<file path="src/rtl/alist_pkg.sv">
// Package for the array list unit: sizes, codes, state encoding and the
// packed request and result types. No dependencies.
`default_nettype none

package alist_pkg;

  // Storage size and field widths.
  localparam int unsigned CAPACITY = 16;
  localparam int unsigned IDX_W    = 4;
  localparam int unsigned CNT_W    = 5;
  localparam int unsigned VAL_W    = 32;

  // Request codes.
  typedef enum logic [1:0] {
    ACT_INSERT = 2'd0,
    ACT_REMOVE = 2'd1,
    ACT_SEARCH = 2'd2,
    ACT_NOP    = 2'd3
  } action_e;

  // Result status codes.
  typedef enum logic [1:0] {
    ST_OK    = 2'd0,
    ST_FULL  = 2'd1,
    ST_RANGE = 2'd2,
    ST_MISS  = 2'd3
  } status_e;

  // Control sequencer states.
  typedef enum logic [1:0] {
    S_IDLE,
    S_REMOVE,
    S_SEARCH,
    S_RESULT
  } state_e;

  // One request.
  typedef struct packed {
    action_e                  action;
    logic [IDX_W-1:0]         position;
    logic signed [VAL_W-1:0]  value;
  } in_item_t;

  // One result.
  typedef struct packed {
    status_e           status;
    logic [IDX_W-1:0]  found_index;
    logic [CNT_W-1:0]  count;
  } out_item_t;

endpackage

`default_nettype wire

</file>
<file path="src/rtl/alist_ram.sv">
// Generic single-write, single-read synchronous RAM with registered read data.
// No dependencies.
`default_nettype none

module alist_ram #(
  parameter int unsigned WIDTH = 32,
  parameter int unsigned DEPTH = 16
) (
  input  wire logic                     clk_i,
  input  wire logic                     we_i,
  input  wire logic [$clog2(DEPTH)-1:0] waddr_i,
  input  wire logic [WIDTH-1:0]         wdata_i,
  input  wire logic                     re_i,
  input  wire logic [$clog2(DEPTH)-1:0] raddr_i,
  output logic      [WIDTH-1:0]         rdata_o
);

  logic [WIDTH-1:0] mem_q [DEPTH];
  logic [WIDTH-1:0] rdata_q;

  // Write port.
  always_ff @(posedge clk_i) begin
    if (we_i) begin
      mem_q[waddr_i] <= wdata_i;
    end
  end

  // Read port, with registered read data.
  always_ff @(posedge clk_i) begin
    if (re_i) begin
      rdata_q <= mem_q[raddr_i];
    end
  end

  assign rdata_o = rdata_q;

endmodule

`default_nettype wire

</file>
<file path="src/rtl/array_list_insert_remove_search_unit.sv">
// Top level of the array list unit: request decode, remove and search
// sequencer, result register. Depends on alist_pkg and alist_ram.
//
// Usage. Requests arrive on the in channel (in_valid_i / in_ready_o /
// in_item_i) and each one gives exactly one result on the out channel
// (out_valid_o / out_ready_i / out_item_o). A transfer happens at a rising
// edge with valid and ready both high.
// Insert, the no-op code and every rejected request go from the accepting
// edge straight to the result state. A remove streams the later entries
// down one place through the entry RAM, one read and one write per cycle,
// before its result is staged. A search reads the entry RAM from the head,
// one read per cycle, and stops on the first match or at the count. One
// request is in work at a time, and the next one can be taken the cycle
// after the result is loaded.
// Reset clears the count and the control state; stored entries are not
// cleared, since only entries below the count are ever read.
// A result waits in the output register while the receiver stalls; the next
// request is accepted meanwhile, and its result is held back until the
// register is free.
`default_nettype none

module array_list_insert_remove_search_unit (
  input  wire logic                 clk_i,
  input  wire logic                 rst_ni,
  input  wire logic                 in_valid_i,
  output logic                      in_ready_o,
  input  wire alist_pkg::in_item_t  in_item_i,
  output logic                      out_valid_o,
  input  wire logic                 out_ready_i,
  output alist_pkg::out_item_t      out_item_o
);

  import alist_pkg::*;

  state_e            state_q, state_d;
  logic [CNT_W-1:0]  count_q, count_d;
  logic [CNT_W-1:0]  rd_q, rd_d;
  logic [IDX_W-1:0]  la_q, la_d;
  logic              pend_q, pend_d;
  logic [VAL_W-1:0]  key_q, key_d;
  status_e           res_status_q, res_status_d;
  logic [IDX_W-1:0]  res_found_q, res_found_d;
  logic              out_valid_q, out_valid_d;
  out_item_t         out_item_q, out_item_d;

  logic              ram_we;
  logic [IDX_W-1:0]  ram_waddr;
  logic [VAL_W-1:0]  ram_wdata;
  logic              ram_re;
  logic [IDX_W-1:0]  ram_raddr;
  logic [VAL_W-1:0]  ram_rdata;
  logic              in_xfer;

  // Entry storage.
  alist_ram #(
    .WIDTH (VAL_W),
    .DEPTH (CAPACITY)
  ) u_ram (
    .clk_i   (clk_i),
    .we_i    (ram_we),
    .waddr_i (ram_waddr),
    .wdata_i (ram_wdata),
    .re_i    (ram_re),
    .raddr_i (ram_raddr),
    .rdata_o (ram_rdata)
  );

  assign in_ready_o = (state_q == S_IDLE);
  assign in_xfer    = in_valid_i && in_ready_o;

  // Control registers.
  always_ff @(posedge clk_i or negedge rst_ni) begin
    if (!rst_ni) begin
      state_q     <= S_IDLE;
      count_q     <= '0;
      pend_q      <= 1'b0;
      out_valid_q <= 1'b0;
    end else begin
      state_q     <= state_d;
      count_q     <= count_d;
      pend_q      <= pend_d;
      out_valid_q <= out_valid_d;
    end
  end

  // Datapath registers.
  always_ff @(posedge clk_i) begin
    rd_q         <= rd_d;
    la_q         <= la_d;
    key_q        <= key_d;
    res_status_q <= res_status_d;
    res_found_q  <= res_found_d;
    out_item_q   <= out_item_d;
  end

  // Next state, RAM accesses and result staging.
  always_comb begin
    state_d      = state_q;
    count_d      = count_q;
    rd_d         = rd_q;
    la_d         = la_q;
    pend_d       = 1'b0;
    key_d        = key_q;
    res_status_d = res_status_q;
    res_found_d  = res_found_q;
    out_valid_d  = out_valid_q;
    out_item_d   = out_item_q;
    ram_we       = 1'b0;
    ram_waddr    = count_q[IDX_W-1:0];
    ram_wdata    = in_item_i.value;
    ram_re       = 1'b0;
    ram_raddr    = rd_q[IDX_W-1:0];

    // The receiver drains the output register.
    if (out_valid_q && out_ready_i) begin
      out_valid_d = 1'b0;
    end

    case (state_q)
      S_IDLE: begin
        if (in_xfer) begin
          res_status_d = ST_OK;
          res_found_d  = '0;
          state_d      = S_RESULT;
          case (in_item_i.action)
            ACT_INSERT: begin
              if (count_q >= CNT_W'(CAPACITY)) begin
                res_status_d = ST_FULL;
              end else begin
                ram_we  = 1'b1;
                count_d = count_q + 1'b1;
              end
            end
            ACT_REMOVE: begin
              if ({1'b0, in_item_i.position} >= count_q) begin
                res_status_d = ST_RANGE;
              end else begin
                count_d = count_q - 1'b1;
                rd_d    = {1'b0, in_item_i.position} + 1'b1;
                state_d = S_REMOVE;
              end
            end
            ACT_SEARCH: begin
              key_d   = in_item_i.value;
              rd_d    = '0;
              state_d = S_SEARCH;
            end
            default: begin
            end
          endcase
        end
      end

      // Stream later entries down one place: read at rd, write the
      // previous read one position lower.
      S_REMOVE: begin
        if (rd_q <= count_q) begin
          ram_re = 1'b1;
          la_d   = rd_q[IDX_W-1:0];
          rd_d   = rd_q + 1'b1;
          pend_d = 1'b1;
        end
        if (pend_q) begin
          ram_we    = 1'b1;
          ram_waddr = la_q - 1'b1;
          ram_wdata = ram_rdata;
        end
        if (!pend_q && (rd_q > count_q)) begin
          state_d = S_RESULT;
        end
      end

      // Scan from the head, one compare per cycle, stop on the first match.
      S_SEARCH: begin
        if (pend_q && (ram_rdata == key_q)) begin
          res_status_d = ST_OK;
          res_found_d  = la_q;
          state_d      = S_RESULT;
        end else if (rd_q < count_q) begin
          ram_re = 1'b1;
          la_d   = rd_q[IDX_W-1:0];
          rd_d   = rd_q + 1'b1;
          pend_d = 1'b1;
        end else begin
          res_status_d = ST_MISS;
          res_found_d  = '0;
          state_d      = S_RESULT;
        end
      end

      // Load the output register once it is free.
      S_RESULT: begin
        if (!out_valid_q || out_ready_i) begin
          out_valid_d            = 1'b1;
          out_item_d.status      = res_status_q;
          out_item_d.found_index = res_found_q;
          out_item_d.count       = count_q;
          state_d                = S_IDLE;
        end
      end

      default: begin
        state_d = S_IDLE;
      end
    endcase
  end

  assign out_valid_o = out_valid_q;
  assign out_item_o  = out_item_q;

  // The count never exceeds the capacity.
  a_count_bound: assert property (@(posedge clk_i) disable iff (!rst_ni)
    count_q <= CNT_W'(CAPACITY))
    else $error("entry count above capacity");

  // The count moves only when a request is accepted.
  a_count_change: assert property (@(posedge clk_i) disable iff (!rst_ni)
    (count_q != $past(count_q)) |-> $past(in_xfer))
    else $error("entry count changed without a request transfer");

  // RAM writes occur only for an accepted insert or during compaction.
  a_write_source: assert property (@(posedge clk_i) disable iff (!rst_ni)
    ram_we |-> (in_xfer || (state_q == S_REMOVE)))
    else $error("RAM write outside insert or remove");

  // Compaction never writes at or above the new count.
  a_write_range: assert property (@(posedge clk_i) disable iff (!rst_ni)
    (ram_we && (state_q == S_REMOVE)) |-> ({1'b0, ram_waddr} < count_q))
    else $error("compaction write beyond the list tail");

endmodule

`default_nettype wire

</file>
<file path="config.mk">
export PLATFORM = sky130hd
export DESIGN_NAME = array_list_insert_remove_search_unit
export DESIGN_NICKNAME = d
export VERILOG_FILES = /design/src/rtl/alist_pkg.sv /design/src/rtl/alist_ram.sv /design/src/rtl/array_list_insert_remove_search_unit.sv
export SDC_FILE = /design/constraint.sdc
export NUM_CORES = 1
export LEC_CHECK = 0
export BUFFER_PORTS_ARGS = -buffer_cell sky130_fd_sc_hd__buf_2
export CORE_ASPECT_RATIO = 1.4
export CORE_MARGIN = 4
export CORE_UTILIZATION = 62
export CTS_CLUSTER_SIZE = 28
export DETAILED_ROUTE_END_ITERATION = 7
export PLACE_DENSITY = 0.79
export SLEW_MARGIN = 30
export SYNTH_ARGS = -nofsm -noshare
export SYNTH_HDL_FRONTEND = slang
export SYNTH_SLANG_ARGS = --single-unit
</file>
<file path="constraint.sdc">
create_clock -name clk_i -period 6.5 [get_ports clk_i]
set_input_delay 0.325 -clock clk_i [delete_from_list [all_inputs] [get_ports clk_i]]
set_output_delay 0.325 -clock clk_i [all_outputs]
set_load 0.01 [all_outputs]
</file>
Word level (Yosys, flattened, before mapping)
Memory sizes are Yosys's and may differ from the RTL's. A register that Yosys moved wholly into a read port is not among the register bits.
Index checks and enable logic that the tools add are counted.
{ "op_classes": {"add_sub_neg": 5, "bitwise": 0, "n_mul": 0, "reduce_logical": 20, "n_eq_ne": 17, "n_lt_le_gt_ge": 5, "shifts": 0, "mux": 50, "n_div": 0} }
{ "op_table": {"columns": ["operator", "count"], "rows": [
  ["$mux W32", 2],
  ["$mux W5", 7],
  ["$eq A32 B32 Y1", 1],
  ["$mux W4", 8],
  ["$pmux W5 S2", 2],
  ["$mux W2", 9],
  ["$pmux W4 S2", 2],
  ["$pmux W5 S3", 1],
  ["$ne A2 B2 Y1 const B", 7],
  ["$mux W1", 13],
  ["$pmux W2 S2", 3],
  ["$add A5 B1 Y5 const B", 2],
  ["$pmux W2 S4", 1],
  ["$reduce_and A4 Y1", 2],
  ["$reduce_and A7 Y1", 1],
  ["$eq A2 B2 Y1 const B", 3],
  ["$ne A3 B3 Y1 const B", 2],
  ["$reduce_and A3 Y1", 2],
  ["$reduce_bool A2 Y1", 3],
  ["$add A4 B1 Y5 const B", 1],
  ["$ge A4 B5 Y1", 1],
  ["$ge A5 B5 Y1 const B", 1],
  ["$gt A5 B5 Y1", 1],
  ["$le A5 B5 Y1", 1],
  ["14 further kinds", 21]
]} }
{ "totals": {"romBits": 0, "inputBits": 42, "ram_bits": 512, "elab_cells": 110, "regBits": 67, "n_memories": 1, "out_inout_bits": 13, "latch_bits": 0} }
{ "memory_table": {"columns": ["name", "words", "width", "read_ports", "rd_clocked_by_memory_dff", "write_ports", "line", "text"], "rows": [
  ["u_ram.mem_q", 16, 32, 1, 1, 1, "alist_ram.sv:18", "logic [WIDTH-1:0] mem_q [DEPTH];"]
]} }

Logic depth before layout (Yosys ltp)
Gate-level depths: netlist of the first run.
{ "depth": {"word_depth": 7, "ltp_mapped": 11, "ltp_nobuf": 10} }

Cells and area by module
From an unflattened synthesis of the first run, not the netlist that was laid out.
{ "unflattened": {"hier_cells": 1126, "area_unflattened_um2": 23844.1} }
{ "modules_own_cells": {"columns": ["mod", "area_per_inst_um2", "cells_each", "instances"], "rows": [
  ["alist_ram", 20155.6, 838, 1],
  ["array_list_insert_remove_search_unit", 3688.5, 288, 1]
]} }

Least setup slack after synthesis of the first run
Ideal clock, no wire load.
{ "synth_timing": {"kind": "reg-to-reg", "startpoint": "reg rd_q[0]", "endpoint": "reg u_ram.rdata_q[0] (netlist: u_ram.rdata_o[0]) (read register of u_ram.mem_q) (enable)", "path_buffers": 3, "required_ns": 6.028, "setup_time_ns": 0.472, "setup_slack_ns": 1.804, "arrival_time_ns": 4.224, "stages_incl_launch_ff": 11, "path_cell_list": "edfxtp_1 -> clkbuf_1 -> buf_2 -> buf_2 -> inv_1 -> ha_1 -> nand3b_1 -> nand2_1 -> a221oi_1 -> o21ai_0 -> a21boi_0"} }
{ "synth_via": {"elab_chain_cells": 4} }
{ "synth_rtl": {"columns": ["element", "line", "text"], "rows": [
  ["from (decl)", "array_list_insert_remove_search_unit.sv:37", "logic [CNT_W-1:0] rd_q, rd_d;"],
  ["from (signal assigned)", "array_list_insert_remove_search_unit.sv:88", "rd_q <= rd_d;"],
  ["$lt A5 B5 Y1", "array_list_insert_remove_search_unit.sv:179", "end else if (rd_q < count_q) begin"],
  ["$mux W1 (2 in a row)", null, null],
  ["$pmux W1 S2 *", null, null],
  ["named net pend_d", "array_list_insert_remove_search_unit.sv:39", "logic pend_q, pend_d;"],
  ["to (decl)", "alist_ram.sv:19", "logic [WIDTH-1:0] rdata_q;"]
]} }
The timed path passes the listed nets; every way through them passes the cells marked *.
A chain may end at the register's enable or synchronous reset.

Worst setup path after layout of the first run
{ "layout_timing": {"startpoint": "reg rd_q[2]", "endpoint": "reg u_ram.rdata_q[10] (netlist: u_ram.rdata_o[10]) (read register of u_ram.mem_q) (enable)"} }
The elaborated chain is that of the path after synthesis.

==> metrics.md, run 1 <==
| Metric | Value |
|---|---|
| FP Rows | `84` |
| Async set-reset flop share out of synthesis | `1.47%` |
| Worst-path cell chain | `buf_4 -> ha_1 -> a21oi_1 -> nand2_1 -> a221oi_1 -> o21ai_0 -> a21boi_4 -> buf_4` |
| Crit end category | `flop` |
| Data required time of the worst path | `6710 ps` |
| Area after DPL | `25100 um^2` |
| Total track usage | `26.6%` |
| CP peak stage delay | `680 ps` |
| Clk pin slew, worst setup/hold paths | `60 ps` |
| Highest Clock Rate | `282 MHz` |
| # DRC | `0` |
| # diodes | `0` |
| Clk_lat worst skew | `570 ps` |
| Layout area overhead | `13.5%` |
| Post-Layout Cell Count | `1710` |
| Synth cell types | `43` |
| 1st-iter DRT viols | `1413` |
| FF+latch count, synth | `611` |
| Fin nets | `1265` |
| Number of buffers added on ports | `54` |
| Initial Utilization | `63.2%` |
| Total Die Area | `41800 um^2` |
| Chip Width | `174 um` |
| WS Path Type | `reg2reg` |
| Maximum vdd drop | `0.363 mV` |
| Commonest non-fill, non-tap cell in the layout | `edfxtp_1` |
| Detail Route Antenna Nets | `0` |
| Global route total overflow | `0` |
| Min-Delay Path Class | `in2reg` |
| Worst-margin pin slew | `883 ps` |
| Final hold vios | `0` |
| Antenna violations before repair | `0` |
| CP Max Fanout | `37` |
| Final estimated routing congestion in global placement | `0.834` |
| Startpoint types | `flop` |
| Design area | `27100 um^2` |
| Syn nets | `1132` |
| Synth warnings | `0` |
| Post-synth top area share | `75.6%` |
| CTS Sinks | `611` |
| Status | `finished, final reports clean` |
| Fin. max-slew vios | `0` |
| Most frequent cells in the layout | `edfxtp_1, mux4_2, buf_2, clkbuf_16, xnor2_1` |
| Syn_area_per_cell | `22.5 um^2` |
| Post-Place Cells | `1581` |
| Largest net degree at the start of global routing | `133` |
| CTS tree | `done` |
| Clk_skew | `12.5 ps` |
| Via/cell ratio | `6.80` |
| Vias post-DR | `11625` |
| DIE HEIGHT | `240 um` |
| Num CTS Buffers | `52` |
| Clock period minus worst slack | `3540 ps` |
| Slew headroom | `41.2%` |
| Core Footprint | `37800 um^2` |
| Max Cap Viol | `0` |
| Post-synthesis instance total | `1065` |
| Most common cell on crit path | `buf_4` |
| Power density cells | `409 nW/um^2` |
| Slowest CP cell | `buf_4` |
| Post-synth EDFFs | `602` |
| Post-synth top area cell | `edfxtp_1` |
| Fin util | `71.7%` |
| Final WL | `54.5 mm` |
| CTS root buffer | `clkbuf_16` |
| Register area share after synthesis | `76.5%` |
| Layout cell share with drive strength beyond 1 | `29.5%` |
| Final period util | `54.5%` |
| Number of global-route vias before repair | `12113` |
| Synth area leaders | `edfxtp_1, mux4_2, mux2_2` |
| Leak pwr | `8.70 nW` |
| Final Setup Violations | `0` |
| Arr. time, crit path | `3750 ps` |
| Post-CTS Setup Repair Bufs | `0` |
| Top FF cell, synth | `edfxtp_1` |
| Setup TNS Final | `0 ps` |
| First-pass GRT wire length | `80.8 mm` |
| First-pass DRT Iterations | `6` |
| # IOs | `55` |
| Drt wl/cell | `31.8 um` |
| Longest Clk Path Bufs | `3` |
| RSZ-0062 raised after global routing | `false` |
| Post-DP HPWL | `29.5 mm` |
| Post-Synthesis Cell Area | `23900 um^2` |
| CTS H-tree lvls | `2` |
-- path summary, 6_finish.rpt --
check	end	startpoint	depth (start not counted)	slack (ps)
worst min-delay path	out_valid_o	out_ready_i	3	60
min in group asynchronous	count_q[4]	rst_ni	2	160
worst min register to register	out_item_o[8]	res_found_q[3]	0	420
max in group asynchronous	state_q[1]	rst_ni	2	6120
worst max register to register	u_ram.rdata_o[10]	rd_q[2]	8	2960
worst max-delay path	u_ram.rdata_o[10]	rd_q[2]	8	2960
-- synthesized netlist by cell type (2+ instances only) --
master,count
and2_1,5
nand2_1,21
nand4_1,7
and3_1,2
o21a_1,2
edfxtp_1,602
nand3_1,10
mux4_2,160
buf_2,16
ha_1,24
dfrtp_1,9
mux2_1,2
xor2_1,4
nor3_1,6
nand2b_1,6
a31oi_1,2
xnor2_1,37
a22o_1,4
clkbuf_1,21
a32oi_1,3
inv_1,21
a211oi_1,2
o21ai_0,14
a21o_1,4
mux2_2,29
a21oi_1,7
buf_1,5
nor2_1,25
-- sequential cells by signal (all words and copies together), names as in the netlist, 4 cells and up --
name           count
count_q            5
u_ram.mem_q      512
la_q               4
out_item_o        11
key_q             32
rd_q               5
u_ram.rdata_o     32
res_found_q        4
-- logic make-up after synthesis --
family	share of synthesized area, %
flip-flops	76.5
adder cells (fa/ha/maj)	1.34
buffers and inverters	1.07
AND/OR/NAND/NOR	1.73
multiplexers	16.6
AO/OA/AOI/OAI	1.28
XOR/XNOR	1.50
-- where the power goes --
part | switching, mW | internal (mW)
Clock | 1.32 | 1.71
Combinational | 1.63 | 1.40
Sequential | 0.184 | 4.86
-- cell type report --
cell class	instances	area [um^2]
Inverter	21	78.8
Fill cell	2024	10700
Timing Repair Buffer	121	1020
Clock buffer	69	1410
Clock inverter	24	234
Tap cell	473	592
Sequential cell	611	18300
Multi-Input combinational cell	391	5510
-- layer usage --
metal  global-route usage [%]  part of all wire (%)  vias to the layer above
met3                     4.22                   8.5                      134
met4                     10.8                   4.6                        0
li1                         -                     -                     4716
met5                        0                     0                        -
met1                     34.5                    34                     6032
met2                     45.9                    53                      743
-- timing repair --
action,4_1_cts,5_1_grt
gates resized for setup,0,0
hold endpoints to repair,40,1
hold buffers,32,1
-- worst max-delay path, delay by kind of cell, from the launching register on --
| family | cells | cell delay [ps] |
|---|---|---|
| AND/OR/NAND/NOR | 1 | 60 |
| buffers and inverters | 2 | 1210 |
| AO/OA/AOI/OAI | 4 | 1170 |
| flip-flops | 1 | 320 |
| adder cells (fa/ha/maj) | 1 | 400 |
-- per-stage QoR --
stage               power [mW]  hold WS [ps]  setup WS [ps]
global placement          8.03           213           2980
floorplan                 7.26          29.4           1800
global route              11.6          99.9           2800
finish                    11.1          61.1           2960
detailed placement        8.12           216           2970
CTS                       11.1          2.28           2940
Note: power is estimated with default switching activity, not from simulation.
==> inputs of run 2 (changes only) <==
==> constraint.sdc (replaced) <==
create_clock -name clk_i -period 3.4 [get_ports clk_i]
set_input_delay 0.17 -clock clk_i [delete_from_list [all_inputs] [get_ports clk_i]]
set_output_delay 0.17 -clock clk_i [all_outputs]
set_load 0.01 [all_outputs]
==> metrics.md, run 2 (same netlist as run 1, synthesis figures left out) <==
| Metric | Value |
|---|---|
| Fin. max-slew vios | `0` |
| Clk pin slew, worst setup/hold paths | `70 ps` |
| CTS Sinks | `611` |
| Arr. time, crit path | `3140 ps` |
| WHS | `63.5 ps` |
| Post-Place Cells | `1591` |
| Worst Hold End | `rd_q[1]` |
| Final period util | `85.0%` |
| Status | `finished, final reports clean` |
| Min-Delay Path Class | `in2reg` |
| Max Cap Viol | `0` |
| Clk_lat worst skew | `600 ps` |
| Antenna violations before repair | `1` |
| WS Path Type | `reg2reg` |
| Maximum vdd drop | `0.572 mV` |
| CTS resizes | `0` |
| Clock period minus worst slack | `2890 ps` |
| Fin util | `72.0%` |
| CTS root buffer | `clkbuf_16` |
| Grt peak-use layer | `met2` |
| Startpoint types | `flop` |
| Top reg by flops | `u_ram.mem_q` |
| # IOs | `55` |
| # hold bufs at CTS | `38` |
| First-pass DRT Iterations | `8` |
| Post-CTS Setup Repair Bufs | `0` |
| Layout cell share with drive strength beyond 1 | `30.4%` |
| HP Start | `in_item_i[33]` |
| Chip Width | `174 um` |
| Most frequent cells in the layout | `edfxtp_1, mux4_2, buf_2, clkbuf_16, dlygate4sd3_1` |
| FP Rows | `84` |
| Number of global-route vias before repair | `12245` |
| Initial Utilization | `63.2%` |
| RSZ-0062 raised after global routing | `false` |
| Power density cells | `787 nW/um^2` |
| Num CTS Buffers | `52` |
| CTS tree | `done` |
| CTS H-tree lvls | `2` |
| Final WL | `54.3 mm` |
| Layout area overhead | `13.8%` |
| Met3 Use GR | `4.39%` |
| Global route total overflow | `0` |
| Longest Clk Path Bufs | `3` |
| Slew headroom | `33.0%` |
| 1st-iter DRT viols | `1257` |
| Largest net degree at the start of global routing | `132` |
| Drt wl/cell | `31.4 um` |
| Multi-input combinational cell area | `5500 um^2` |
| Post-Layout Cell Count | `1728` |
| Detail Route Antenna Nets | `0` |
| Place WS | `533 ps` |
| Vias post-DR | `11698` |
| Data required time of the worst path | `3650 ps` |
| Final estimated routing congestion in global placement | `0.871` |
| Worst-margin pin slew | `1010 ps` |
| Clk_skew | `25.0 ps` |
| Highest Clock Rate | `346 MHz` |
| Fill count | `2063` |
| Total Die Area | `41800 um^2` |
| Largest register FFs | `512` |
| Number of buffers added on ports | `54` |
| Leak pwr | `8.76 nW` |
| GR Util met1 | `35.5%` |
| Commonest non-fill, non-tap cell in the layout | `edfxtp_1` |
| M2 GR Usage | `45.5%` |
| Fin nets | `1279` |
| Total area of sequential cells | `18300 um^2` |
| First-pass GRT wire length | `81.2 mm` |
| Core Footprint | `37800 um^2` |
| Post-DP HPWL | `28.8 mm` |
| Setup TNS Final | `0 ps` |
| Hold path cells | `3` |
| # DRC | `0` |
| R2R setup slack | `510 ps` |
| Reg2reg end | `u_ram.rdata_o[10]` |
| Final hold vios | `0` |
| Crit Reg-Reg Startpoint | `count_q[1]` |
| Crit end category | `flop` |
| Via/cell ratio | `6.77` |
| Final Setup Violations | `0` |
| Final Worst Setup Slack | `511 ps` |
| FF-to-FF path depth | `8` |
| Total track usage | `26.6%` |
| DIE HEIGHT | `240 um` |
| CP Max Fanout | `33` |
## run 2: cell types whose count changed in the layout (fill, tap and decap cells not counted), sizes merged
| cell | previous run | this run |
|---|---|---|
| buf | 87 | 95 |
| clkbuf | 70 | 65 |
| dlygate4sd3 | 33 | 38 |
| inv | 21 | 25 |
| clkinv | 18 | 21 |
| clkinvlp | 1 | 3 |
| diode | 0 | 1 |
## run 2: cell type report
class,instances,area share (%)
Clock buffer,63,5.01
Multi-Input combinational cell,391,20.2
Antenna cell,1,0.00919
Timing Repair Buffer,135,4.00
Clock inverter,33,1.13
Sequential cell,611,67.2
Inverter,21,0.289
Tap cell,473,2.17
## run 2: per-layer routing
metal	up-vias	wire, um
met2	727	28000
met3	131	4620
met4	0	2140
met1	6102	19500
met5	-	0
li1	4738	-
## run 2: critical path, stage by stage (launching register included)
cell and delay, ps:
dfrtp_1 440, inv_1 250, ha_1 300, nand3b_1 90
nand2_1 50, a221oi_1 580, o21ai_0 290, a21boi_4 230
buf_12 290
## run 2: power by group
part	switching, mW	internal [mW]	leakage (nW)	total [mW]
Sequential	0.350	9.29	5.54	9.64
Combinational	3.14	2.75	2.40	5.88
Clock	2.66	3.25	0.815	5.91
## run 2: worst max path at each step
stage,from,endpoint,slack (ps),depth (start not counted)
finish,count_q[1],u_ram.rdata_o[10],510,8
global route,count_q[1],rd_q[4],390,7
floorplan,state_q[1],u_ram.mem_q[15][0],170,7
global placement,state_q[1],u_ram.mem_q[0][21],510,7
detailed placement,state_q[0],u_ram.mem_q[3][25],530,8
CTS,state_q[0],u_ram.mem_q[3][22],480,8
## run 2: through the flow
stage | power, mW | area [um^2]
2_1_floorplan | 13.9 | 23900
3_3_place_gp | 15.4 | 25100
3_5_place_dp | 15.6 | 25200
4_1_cts | 21.5 | 27200
5_1_grt | 22.3 | 27200
6_report | 21.4 | 27200
==> inputs of run 3 (changes only) <==
--- a/config.mk
+++ b/config.mk
@@ -5,6 +5,7 @@
 export SDC_FILE = /design/constraint.sdc
 export NUM_CORES = 1
 export LEC_CHECK = 0
+export ABC_AREA = 1
 export BUFFER_PORTS_ARGS = -buffer_cell sky130_fd_sc_hd__buf_2
 export CORE_ASPECT_RATIO = 1.4
 export CORE_MARGIN = 4
==> constraint.sdc (replaced) <==
create_clock -name clk_i -period 3 [get_ports clk_i]
set_input_delay 0.15 -clock clk_i [delete_from_list [all_inputs] [get_ports clk_i]]
set_output_delay 0.15 -clock clk_i [all_outputs]
set_load 0.01 [all_outputs]
==> metrics.md, run 3 <==
| Metric | Value |
|---|---|
| Final WL | `60.9 mm` |
| Startpoint types | `flop` |
| # IOs | `55` |
| CTS root buffer | `clkbuf_16` |
| CP Max Fanout | `11` |
| FF+latch count, synth | `611` |
| Layout cell share with drive strength beyond 1 | `11.4%` |
| Async set-reset flop share out of synthesis | `1.47%` |
| Commonest non-fill, non-tap cell in the layout | `edfxtp_1` |
| Arr. time, crit path | `2930 ps` |
| Most frequent cell after synthesis | `edfxtp_1` |
| Global route total overflow | `0` |
| Longest Clk Path Bufs | `3` |
| Post-synth EDFFs | `602` |
| Detail Route Antenna Nets | `0` |
| Place WS | `442 ps` |
| Number of global-route vias before repair | `15670` |
| Clock period minus worst slack | `2660 ps` |
| WS Path Type | `reg2reg` |
| CTS H-tree lvls | `2` |
| Total Die Area | `43300 um^2` |
| Clk pin slew, worst setup/hold paths | `70 ps` |
| CTS Sinks | `611` |
| Status | `finished, final reports clean` |
| Post-synth top area cell | `edfxtp_1` |
| Fill count | `2370` |
| Top FF cell, synth | `edfxtp_1` |
| Most frequent cells in the layout | `edfxtp_1, nor2_1, nand2_1, o21ai_0, inv_1` |
| Number of buffers added on ports | `54` |
| Vias post-DR | `16131` |
| M2 GR Usage | `46.2%` |
| Max Cap Viol | `0` |
| Final estimated routing congestion in global placement | `0.881` |
| Synth warnings | `0` |
| RSZ-0062 raised after global routing | `false` |
| Total area of sequential cells | `18300 um^2` |
| Syn nets | `1933` |
| Data required time of the worst path | `3270 ps` |
| Worst-margin pin slew | `752 ps` |
| Met3 Use GR | `4.05%` |
| Leak pwr | `9.99 nW` |
| Clk_lat worst skew | `590 ps` |
| Post-DP HPWL | `37.6 mm` |
| Drt wl/cell | `23.8 um` |
| First-pass GRT wire length | `91.6 mm` |
| 1st-iter DRT viols | `1902` |
| Post-synth top area share | `72.9%` |
| Synth area leaders | `edfxtp_1, nor2_1, nand2_1` |
| Worst-path cell chain | `inv_1 -> ha_1 -> nand2_2 -> inv_1 -> o21ai_0 -> nand2_1 -> nor2_4 -> buf_4` |
| Num CTS Buffers | `54` |
| Final period util | `88.8%` |
| Crit-path leading delay family | `simple AND/OR/NAND/NOR gates` |
| Final Worst Setup Slack | `337 ps` |
| Final hold vios | `0` |
| Synth cell types | `34` |
| Most common cell on crit path | `inv_1` |
| Core Footprint | `39500 um^2` |
| Multi-input combinational cell area | `5800 um^2` |
| DIE HEIGHT | `245 um` |
| Crit end category | `flop` |
| Post-Synthesis Cell Area | `24800 um^2` |
| CTS tree | `done` |
| Fin util | `72.0%` |
| First-pass DRT Iterations | `5` |
| Antenna violations before repair | `1` |
| Total track usage | `27.9%` |
| Top reg by flops | `u_ram.mem_q` |
| Layout area overhead | `14.8%` |
| # DRC | `0` |
| Slew headroom | `49.8%` |
| GR Util met1 | `38.5%` |
| Register area share after synthesis | `73.8%` |
| Syn_area_per_cell | `13.3 um^2` |
| Clk_skew | `23.9 ps` |
| Min-Delay Path Class | `in2reg` |
| Final Setup Violations | `0` |
| Chip Width | `177 um` |
| Post-synthesis instance total | `1866` |
| Top cells by count, synth | `edfxtp_1, nor2_1, nand2_1` |
| Grt peak-use layer | `met2` |
| Via/cell ratio | `6.31` |
| Slowest CP cell | `o21ai_0` |
| WHS | `80.8 ps` |
| Largest net degree at the start of global routing | `133` |
| CP peak stage delay | `440 ps` |
| Buf+Inv Stages, Crit Path | `3` |
| CTS resizes | `0` |
| # diodes | `0` |
| Initial Utilization | `62.8%` |
| Maximum vdd drop | `0.658 mV` |
| Highest Clock Rate | `376 MHz` |
| FP Rows | `86` |
| Largest register FFs | `512` |
| Fin. max-slew vios | `0` |
| Power density cells | `930 nW/um^2` |
| Fin nets | `2052` |
==> run 3: worst reg2reg max path, stage by stage, from the launching register on <==
cell and delay, ps:
dfrtp_1 410, inv_1 110, ha_1 240, nand2_2 150, inv_1 140, o21ai_0 440
nand2_1 380, nor2_4 230, buf_4 250
==> run 3: what timing repair did <==
action	in CTS	in global routing
hold buffers	37	0
buffers inserted	0	0
hold endpoints to repair	44	0
==> run 3: routing by layer <==
metal / wire length, um / share of wire [%]
met5: 0 / 0
met4: 2250 / 3.7
met3: 5760 / 9.5
met2: 30100 / 49
met1: 22800 / 37
==> run 3: layout make-up <==
class,instances,area share (%)
multi-input cells,1060,20.4
repair buffers,164,5.15
inverters,94,1.26
clock buffers,69,5.17
clock inverters,31,1.38
well taps,528,2.32
flip-flops and latches,611,64.3
==> run 3: final timing paths <==
path                                start                  to  slack (ps)  depth (start not counted)
max reg2reg                    state_q[1]  u_ram.mem_q[2][30]         340                          8
min reg2reg                res_found_q[3]       out_item_o[8]         440                          0
min                         in_item_i[33]             rd_q[1]          80                          3
max in group asynchronous          rst_ni          count_q[3]        2040                          3
max                            state_q[1]  u_ram.mem_q[2][30]         340                          8
min in group asynchronous          rst_ni         out_valid_o         600                          3
==> run 3: kinds of logic (layout without fill, tap and decap cells) <==
| logic type | count (synthesis) | count (layout) | synth area share (%) |
|---|---|---|---|
| muxes | 49 | 49 | 1.98 |
| DFF | 611 | 611 | 73.8 |
| and+or+nand+nor | 640 | 640 | 10.1 |
| AOI/OAI and AO/OA | 330 | 330 | 8.85 |
| buffers and inverters | 195 | 358 | 3.38 |
| adders and majority gates | 25 | 25 | 1.29 |
| xor gates and xnor gates | 16 | 16 | 0.565 |
==> run 3: where the power goes <==
group,switching [mW],leakage [nW],internal (mW)
clock,3.00,0.897,4.25
sequential,0.363,5.55,10.5
combinational,5.86,3.54,2.47
==> run 3: stage by stage <==
stage               setup TNS [ps]  total power [mW]  cells  cell area, um^2
finish                           0              26.5   2557            28400
global route                     0              27.6   2557            28400
CTS                              0              26.4   2557            28400
detailed placement               0              19.2   2420            26200
global placement                 0              18.8   2420            26200
floorplan                   -67010              16.4   1866            24800
